$ cat src/rtl/core/rsgf_pkg.sv
package rsgf_pkg;

  localparam int unsigned RangeW = 16;
  localparam int unsigned CountW = 11;
  localparam int unsigned CfgIdxW = 2;
  localparam int unsigned OutDataW = 32;

  localparam logic [RangeW-1:0] RangeMinRst = 16'd450;
  localparam logic [RangeW-1:0] RangeMaxRst = 16'd4000;
  localparam logic [CountW-1:0] ShortLimitRst = 11'd6;
  localparam logic [CountW-1:0] GapSat = 11'd2047;

  typedef enum logic [CfgIdxW-1:0] {
    CFG_RANGE_MIN   = 2'd0,
    CFG_RANGE_MAX   = 2'd1,
    CFG_SHORT_LIMIT = 2'd2
  } cfg_reg_e;

  typedef struct packed {
    logic [RangeW-1:0] range_min_mm;
    logic [RangeW-1:0] range_max_mm;
    logic [CountW-1:0] short_run_limit;
  } cfg_t;

  typedef struct packed {
    logic [RangeW-1:0] range_mm;
    logic              is_invalid;
    logic              scan_end;
  } item_t;

  typedef struct packed {
    logic [RangeW-1:0] value_mm;
    logic [CountW-1:0] repeat_count;
    logic              last_of_scan;
  } result_t;

  // value that fills a finished invalid run
  function automatic logic [RangeW-1:0] run_fill(input cfg_t cfg,
                                                 input logic [RangeW-1:0] ref_mm,
                                                 input logic has_ref,
                                                 input logic [CountW-1:0] gap);
    logic signed [RangeW:0] d_max;
    logic signed [RangeW:0] d_min;
    logic [RangeW:0]        a_max;
    logic [RangeW:0]        a_min;
    logic [RangeW-1:0]      fill;
    d_max = $signed({1'b0, cfg.range_max_mm}) - $signed({1'b0, ref_mm});
    d_min = $signed({1'b0, ref_mm}) - $signed({1'b0, cfg.range_min_mm});
    a_max = d_max[RangeW] ? (RangeW+1)'(0) - d_max : d_max;
    a_min = d_min[RangeW] ? (RangeW+1)'(0) - d_min : d_min;
    if (gap < cfg.short_run_limit) begin
      fill = '0;
    end else if (!has_ref) begin
      fill = cfg.range_max_mm;
    end else if (a_max < a_min) begin
      fill = cfg.range_max_mm;
    end else begin
      fill = '0;
    end
    return fill;
  endfunction

endpackage

$ cat src/rtl/core/rsgf_clean.sv
module rsgf_clean import rsgf_pkg::*; (
  input  logic    clk_i,
  input  logic    rst_ni,
  input  cfg_t    cfg_i,
  input  item_t   item_i,
  input  logic    fire_i,
  output logic [1:0] nres_o,
  output result_t res0_o,
  output result_t res1_o
);

  logic [CountW-1:0] gap_q, gap_d, gap_inc, fill_gap;
  logic [RangeW-1:0] prev_q, prev_d, clean, fill_ref, fill_val;
  logic              has_prev_q, has_prev_d, fill_has_ref;

  assign gap_inc = (gap_q == GapSat) ? gap_q : gap_q + CountW'(1);

  always_comb begin
    if (item_i.range_mm < cfg_i.range_min_mm) begin
      clean = '0;
    end else if (item_i.range_mm > cfg_i.range_max_mm) begin
      clean = cfg_i.range_max_mm;
    end else begin
      clean = item_i.range_mm;
    end
  end

  // run ending the scan uses the previous sample, otherwise the raw next one
  assign fill_gap     = item_i.is_invalid ? gap_inc : gap_q;
  assign fill_ref     = item_i.is_invalid ? prev_q : item_i.range_mm;
  assign fill_has_ref = item_i.is_invalid ? has_prev_q : 1'b1;
  assign fill_val     = run_fill(cfg_i, fill_ref, fill_has_ref, fill_gap);

  always_comb begin
    nres_o     = 2'd0;
    res0_o     = '{value_mm: fill_val, repeat_count: fill_gap, last_of_scan: 1'b0};
    res1_o     = '{value_mm: clean, repeat_count: CountW'(1),
                   last_of_scan: item_i.scan_end};
    gap_d      = gap_q;
    prev_d     = prev_q;
    has_prev_d = has_prev_q;
    if (item_i.is_invalid) begin
      gap_d = gap_inc;
      if (item_i.scan_end) begin
        nres_o              = 2'd1;
        res0_o.last_of_scan = 1'b1;
      end
    end else begin
      gap_d      = '0;
      prev_d     = clean;
      has_prev_d = 1'b1;
      if (gap_q != '0) begin
        nres_o = 2'd2;
      end else begin
        nres_o = 2'd1;
        res0_o = res1_o;
      end
    end
    if (item_i.scan_end) begin
      gap_d      = '0;
      prev_d     = '0;
      has_prev_d = 1'b0;
    end
  end

  always_ff @(posedge clk_i or negedge rst_ni) begin
    if (!rst_ni) begin
      gap_q      <= '0;
      prev_q     <= '0;
      has_prev_q <= 1'b0;
    end else if (fire_i) begin
      gap_q      <= gap_d;
      prev_q     <= prev_d;
      has_prev_q <= has_prev_d;
    end
  end

  a_invalid_no_pair: assert property (@(posedge clk_i) disable iff (!rst_ni)
    fire_i && item_i.is_invalid |-> nres_o != 2'd2)
    else $error("invalid sample produced two words");

  a_scan_end_clears: assert property (@(posedge clk_i) disable iff (!rst_ni)
    fire_i && item_i.scan_end |=> gap_q == '0 && !has_prev_q && prev_q == '0)
    else $error("scan state not cleared at scan end");

endmodule

$ cat src/rtl/core/rsgf_outq.sv
module rsgf_outq import rsgf_pkg::*; (
  input  logic       clk_i,
  input  logic       rst_ni,
  input  logic [1:0] push_n_i,
  input  result_t    res0_i,
  input  result_t    res1_i,
  output logic [1:0] room_o,
  input  logic       pop_i,
  output logic       valid_o,
  output result_t    head_o
);

  result_t    slot_q [2];
  logic       rd_q, wr_q;
  logic [1:0] count_q;

  assign room_o  = 2'd2 - count_q;
  assign valid_o = count_q != 2'd0;
  assign head_o  = slot_q[rd_q];

  always_ff @(posedge clk_i) begin
    if (push_n_i != 2'd0) begin
      slot_q[wr_q] <= res0_i;
    end
    if (push_n_i == 2'd2) begin
      slot_q[~wr_q] <= res1_i;
    end
  end

  always_ff @(posedge clk_i or negedge rst_ni) begin
    if (!rst_ni) begin
      rd_q    <= 1'b0;
      wr_q    <= 1'b0;
      count_q <= 2'd0;
    end else begin
      if (pop_i) begin
        rd_q <= ~rd_q;
      end
      wr_q    <= wr_q ^ push_n_i[0];
      count_q <= count_q + push_n_i - {1'b0, pop_i};
    end
  end

  a_count_bound: assert property (@(posedge clk_i) disable iff (!rst_ni)
    count_q != 2'd3)
    else $error("result queue count out of range");

  a_no_overflow: assert property (@(posedge clk_i) disable iff (!rst_ni)
    ({1'b0, push_n_i} + {1'b0, count_q}) <= 3'd2)
    else $error("result queue overflow");

  a_drain: assert property (@(posedge clk_i) disable iff (!rst_ni)
    count_q == 2'd1 && pop_i && push_n_i == 2'd0 |=> !valid_o)
    else $error("result queue did not drain");

endmodule

$ cat src/rtl/core/range_scan_gap_filter_core.sv
// channel  | dir | handshake                          | fields (low bit up)
// s_axis   | in  | s_axis_tvalid / s_axis_tready      | tdata: range_mm; tuser: is_invalid;
//          |     |                                    | tlast: scan_end
// m_axis   | out | m_axis_tvalid / m_axis_tready      | tdata: value_mm, repeat_count;
//          |     |                                    | tlast: last_of_scan
// cfg      | in  | cfg_valid_i / cfg_ready_o          | cfg_index_i, cfg_data_i
//
// one sample per cycle while the result queue has room; a valid sample closing
// an invalid run makes two words and moves on only into an empty result queue,
// so it waits while a word is still queued, and the next sample waits while the
// pair drains. a sample passes the input register, then the result queue.
// reset clears scan state and loads the default limits; no clearing pass.
// cfg is always ready; write it only while the core is idle.
module range_scan_gap_filter_core import rsgf_pkg::*; (
  input  logic                clk_i,
  input  logic                rst_ni,
  input  logic                s_axis_tvalid,
  output logic                s_axis_tready,
  input  logic [RangeW-1:0]   s_axis_tdata,  // range_mm
  input  logic                s_axis_tuser,  // is_invalid
  input  logic                s_axis_tlast,
  output logic                m_axis_tvalid,
  input  logic                m_axis_tready,
  output logic [OutDataW-1:0] m_axis_tdata,  // value_mm, repeat_count, zero pad
  output logic                m_axis_tlast,
  input  logic                cfg_valid_i,
  output logic                cfg_ready_o,
  input  logic [CfgIdxW-1:0]  cfg_index_i,
  input  logic [RangeW-1:0]   cfg_data_i
);

  cfg_t       cfg_q;
  item_t      item_q;
  logic       in_valid_q, fire, pop;
  logic [1:0] nres, room, push_n;
  result_t    res0, res1, head;

  assign cfg_ready_o = 1'b1;

  always_ff @(posedge clk_i or negedge rst_ni) begin
    if (!rst_ni) begin
      cfg_q <= '{range_min_mm: RangeMinRst, range_max_mm: RangeMaxRst,
                 short_run_limit: ShortLimitRst};
    end else if (cfg_valid_i) begin
      unique case (cfg_index_i)
        CFG_RANGE_MIN:   cfg_q.range_min_mm    <= cfg_data_i;
        CFG_RANGE_MAX:   cfg_q.range_max_mm    <= cfg_data_i;
        CFG_SHORT_LIMIT: cfg_q.short_run_limit <= cfg_data_i[CountW-1:0];
        default: ;
      endcase
    end
  end

  assign fire          = in_valid_q && (nres <= room);
  assign s_axis_tready = !in_valid_q || fire;

  always_ff @(posedge clk_i or negedge rst_ni) begin
    if (!rst_ni) begin
      in_valid_q <= 1'b0;
    end else if (s_axis_tready) begin
      in_valid_q <= s_axis_tvalid;
    end
  end

  always_ff @(posedge clk_i) begin
    if (s_axis_tvalid && s_axis_tready) begin
      item_q <= '{range_mm: s_axis_tdata, is_invalid: s_axis_tuser,
                  scan_end: s_axis_tlast};
    end
  end

  rsgf_clean u_clean (
    .clk_i,
    .rst_ni,
    .cfg_i  (cfg_q),
    .item_i (item_q),
    .fire_i (fire),
    .nres_o (nres),
    .res0_o (res0),
    .res1_o (res1)
  );

  assign push_n = fire ? nres : 2'd0;
  assign pop    = m_axis_tvalid && m_axis_tready;

  rsgf_outq u_outq (
    .clk_i,
    .rst_ni,
    .push_n_i (push_n),
    .res0_i   (res0),
    .res1_i   (res1),
    .room_o   (room),
    .pop_i    (pop),
    .valid_o  (m_axis_tvalid),
    .head_o   (head)
  );

  assign m_axis_tdata = {(OutDataW - RangeW - CountW)'(0), head.repeat_count, head.value_mm};
  assign m_axis_tlast = head.last_of_scan;

endmodule
$ cat config.mk
export PLATFORM = sky130hd
export DESIGN_NAME = range_scan_gap_filter_core
export DESIGN_NICKNAME = d
export VERILOG_FILES = /design/src/rtl/core/rsgf_pkg.sv /design/src/rtl/core/rsgf_clean.sv /design/src/rtl/core/rsgf_outq.sv /design/src/rtl/core/range_scan_gap_filter_core.sv
export SDC_FILE = /design/constraint.sdc
export NUM_CORES = 1
export LEC_CHECK = 0
export BUFFER_PORTS_ARGS = -buffer_cell sky130_fd_sc_hd__clkbuf_2
export CAP_MARGIN = 20
export CORE_MARGIN = 10
export CORE_UTILIZATION = 62
export CTS_CLUSTER_DIAMETER = 150
export CTS_CLUSTER_SIZE = 8
export DETAILED_ROUTE_END_ITERATION = 8
export PLACE_DENSITY = 0.88
export SLEW_MARGIN = 5
export SYNTH_ARGS = -nofsm -noshare
export SYNTH_HDL_FRONTEND = slang
export SYNTH_HIERARCHICAL = 1
export SYNTH_SLANG_ARGS = --single-unit
$ cat constraint.sdc
create_clock -name clk_i -period 6.1 [get_ports clk_i]
set_input_delay 0.305 -clock clk_i [delete_from_list [all_inputs] [get_ports clk_i]]
set_output_delay 0.305 -clock clk_i [all_outputs]
set_load 0.01 [all_outputs]
==> impl_metrics.env <==
export IMPL_cts_root_buf="clkbuf_16"
export IMPL_cp_max_fo=16
export IMPL_grt_pass1_vias=9745
export IMPL_cp_slowest_stage_delay_ns=0.56
export IMPL_synth_top_family_by_area="multiplexers"
export IMPL_synthXorXnorAreaFrac=0.0570
export IMPL_cts_buffers=17
export IMPL_die_width_um=157
export IMPL_yosysUniqueCellTypes=75
export IMPL_syn2layout_area_growth_pct=8.97
export IMPL_die_h_um=157
export IMPL_ys_warn_count=6
export IMPL_viasPerCell=6.65
export IMPL_max_slew_margin_rel=0.234
export IMPL_rows=50
export IMPL_drv_cap=0
export IMPL_grt_use_total=0.257
export IMPL_synth_commonest_cells="mux2_2 (106), ha_1 (98), inv_1 (84)"
export IMPL_place_congestion=0.926
export IMPL_synth_seq_area_share=0.355
export IMPL_dieArea_um2=24700
export IMPL_skew_ns=0.0116
export IMPL_tightest_slew_ns=1.15
export IMPL_drv_slew=0
export IMPL_pre_cts_slack_ns=0.422
export IMPL_drive_gt1_frac=0.229
export IMPL_max_freq_mhz=179
export IMPL_vdd_drop_max_v=0.000458
export IMPL_cp_arrival_ns=5.75
export IMPL_synth_fa_ha_area_frac=0.108
export IMPL_start_kind="flop"
export IMPL_status="finished clean"
export IMPL_synth_most_common_cell="mux2_2"
export IMPL_path_cells="buf_4 -> mux2i_1 -> inv_1 -> ha_1 -> o211ai_1 -> a21oi_1 -> o21ai_1 -> a211oi_1 -> o21ai_0 -> a21oi_1 -> buf_4 -> nor2_1 -> xor2_1 -> ha_1 -> a21oi_1 -> o21a_1 -> o211ai_1 -> a31oi_1 -> buf_4 -> o2111ai_1 -> nand3_1 -> mux2_4"
export IMPL_cts_sinks=150
export IMPL_firstDrtPassIters=6
export IMPL_synth_mux_area_frac=0.160
export IMPL_synth_simple_area_share=0.119
export IMPL_synth_top_cell_area_share=0.190
export IMPL_start_util=0.626
export IMPL_synth_area_um2=11700
export IMPL_hold_viol=0
export IMPL_synth_area_leader_cell="edfxtp_1"
export IMPL_wl_um=31700
export IMPL_nets=1350
export IMPL_finalCritPeriodShare=0.913
export IMPL_final_min_clock_period_ns=5.57
export IMPL_clk_pin_slew_ns=0.06
export IMPL_clk_insertion_delay_late_ns=0.44
export IMPL_fin_ws_ns=0.529
export IMPL_grt_first_pass_wirelength_um=50400
export IMPL_final_fill_count=1339
export IMPL_ant_nets=0
export IMPL_required_ns=6.28
export IMPL_criticalPathCategory="flop to flop"
export IMPL_place_detailed_hpwl_um=22200
export IMPL_rsz0062_at_grt="no"
export IMPL_cp_end_kind="flop"
export IMPL_syn_avg_cell_area_um2=10.1
export IMPL_cts_buffer_depth=2
export IMPL_synth_area_leaders="edfxtp_1 (19%), dfrtp_1 (14%), ha_1 (11%), mux2_2 (10%), xnor2_1 (4.0%)"
export IMPL_drc_errors=0
export IMPL_port_buffers=70
export IMPL_synth_compound_area_frac=0.135
export IMPL_crit_slowest_cell="edfxtp_1"
export IMPL_finalSetupViolCount=0
export IMPL_leakagePower_nw=5.78
export IMPL_grt_remaining_overflow=0
export IMPL_coreArea_um2=18600
export IMPL_synth_seq_cells=150
export IMPL_setup_tns_ns=0
export IMPL_power_density_nw_per_um2=651
export IMPL_grt_max_degree=77
export IMPL_boundaryPins=77
export IMPL_synth_edff_count=74
export IMPL_worstHoldPathType="input port to async pin"
export IMPL_cts_htree_levels=4
export IMPL_drt_iter0_markers=1017
export IMPL_synthCells=1161
export IMPL_vias=9682
export IMPL_synth_flop_cell="edfxtp_1"
export IMPL_ys_async_sr_fraction=0.507
export IMPL_antenna_found_initial=0
export IMPL_diodes=0
export IMPL_cts_tree="built"
export IMPL_wl_per_cell_um=21.8
report_power, final:
part	internal (mW)	switching, mW
sequential	1.58	0.253
combinational	2.12	3.25
clock	0.637	0.439
state kept, by name (all words and copies together) (netlist names), 2 cells and up:
| signal | count |
|---|---|
| u_clean/prev_q | 16 |
| cfg_q | 43 |
| u_clean/gap_q | 11 |
| item_q | 18 |
| u_outq/slot_q | 56 |
| u_outq/count_q | 2 |
worst paths after layout:
kind / endpoint / slack, ns / cells past startpoint / from
worst min register to register: u_clean/prev_q[7] / 0.49 / 2 / u_clean/prev_q[7]
worst max-delay path: u_outq/slot_q[0][19] / 0.53 / 22 / item_q[1]
max in group asynchronous: cfg_q[13] / 5.40 / 1 / rst_ni
worst min-delay path: u_clean/gap_q[6] / 0.04 / 1 / rst_ni
worst max register to register: u_outq/slot_q[0][19] / 0.53 / 22 / item_q[1]
min in group clk_i: item_q[14] / 0.04 / 1 / s_axis_tdata[12]
final cells by class:
type,instances,area (um2),area share
clock buffers,21,503,0.0395
clock inverters,11,108,0.00846
inverters,84,315,0.0248
multi-input cells,867,6870,0.540
flip-flops and latches,150,4140,0.325
well taps,234,293,0.0230
repair buffers,89,495,0.0390
stage by stage:
step	total power, mW	util	instances	area (um2)	hold WS, ns
CTS	8.15	0.682	1455	12700	0.0310
global placement	6.80	0.649	1423	12100	0.465
detailed placement	7.00	0.649	1423	12100	0.473
finish	8.28	0.682	1456	12700	0.0405
floorplan	5.57	-	1174	11700	0.00941
global route	8.85	0.682	1456	12700	0.0295
metal layers:
| layer | track usage | wire length [um] | up-vias |
|---|---|---|---|
| met5 | 0 | 0 | - |
| met4 | 0.134 | 1540 | 0 |
| met3 | 0.0559 | 2560 | 134 |
| met2 | 0.423 | 15000 | 543 |
| met1 | 0.309 | 12600 | 4677 |
| li1 | - | - | 4328 |
timing repair:
action / CTS / global route
buffers inserted: 0 / 0
endpoints found under the setup margin: 0 / 32
hold buffers: 0 / 0
gates resized for setup: 0 / 1
critical path: cells and delay by family (launching register included):
| kind | cells | cell delay (ns) |
|---|---|---|
| AOI/OAI and AO/OA | 11 | 2.22 |
| xor gates and xnor gates | 1 | 0.14 |
| adders and majority gates | 2 | 0.71 |
| buffers and inverters | 4 | 0.89 |
| DFF | 1 | 0.56 |
| muxes | 2 | 0.57 |
| and+or+nand+nor | 2 | 0.21 |
cells by family after synthesis:
logic type / after synthesis
flip-flops: 150
buffers and inverters: 157
adder cells (fa/ha/maj): 100
XOR/XNOR: 76
AO/OA/AOI/OAI: 242
AND/OR/NAND/NOR: 270
other: 4
multiplexers: 162
cells in the final DEF, fill, tap and decap left out, types with 7 or more instances in the layout:
master,synthesis,final
a21oi_1,58,57
nor3_1,10,10
a21o_1,26,26
conb_1,4,17
mux2_4,22,22
dfstp_2,12,12
o211ai_1,7,7
o21ai_0,54,54
xor2_1,23,23
xnor2_1,53,53
nand3_1,30,30
ha_1,98,98
o2111ai_1,16,16
a31oi_1,15,15
clkbuf_16,0,19
edfxtp_1,74,74
nand2_1,63,63
dfrtp_1,64,64
inv_1,84,84
nand2b_1,7,7
mux2_2,106,106
a211oi_1,8,7
mux2i_1,34,34
nand4_1,43,43
o21a_1,10,10
buf_4,20,20
nor2_1,65,64
and3_1,11,11
clkbuf_2,0,69
Power figures use the tool's default switching activity.
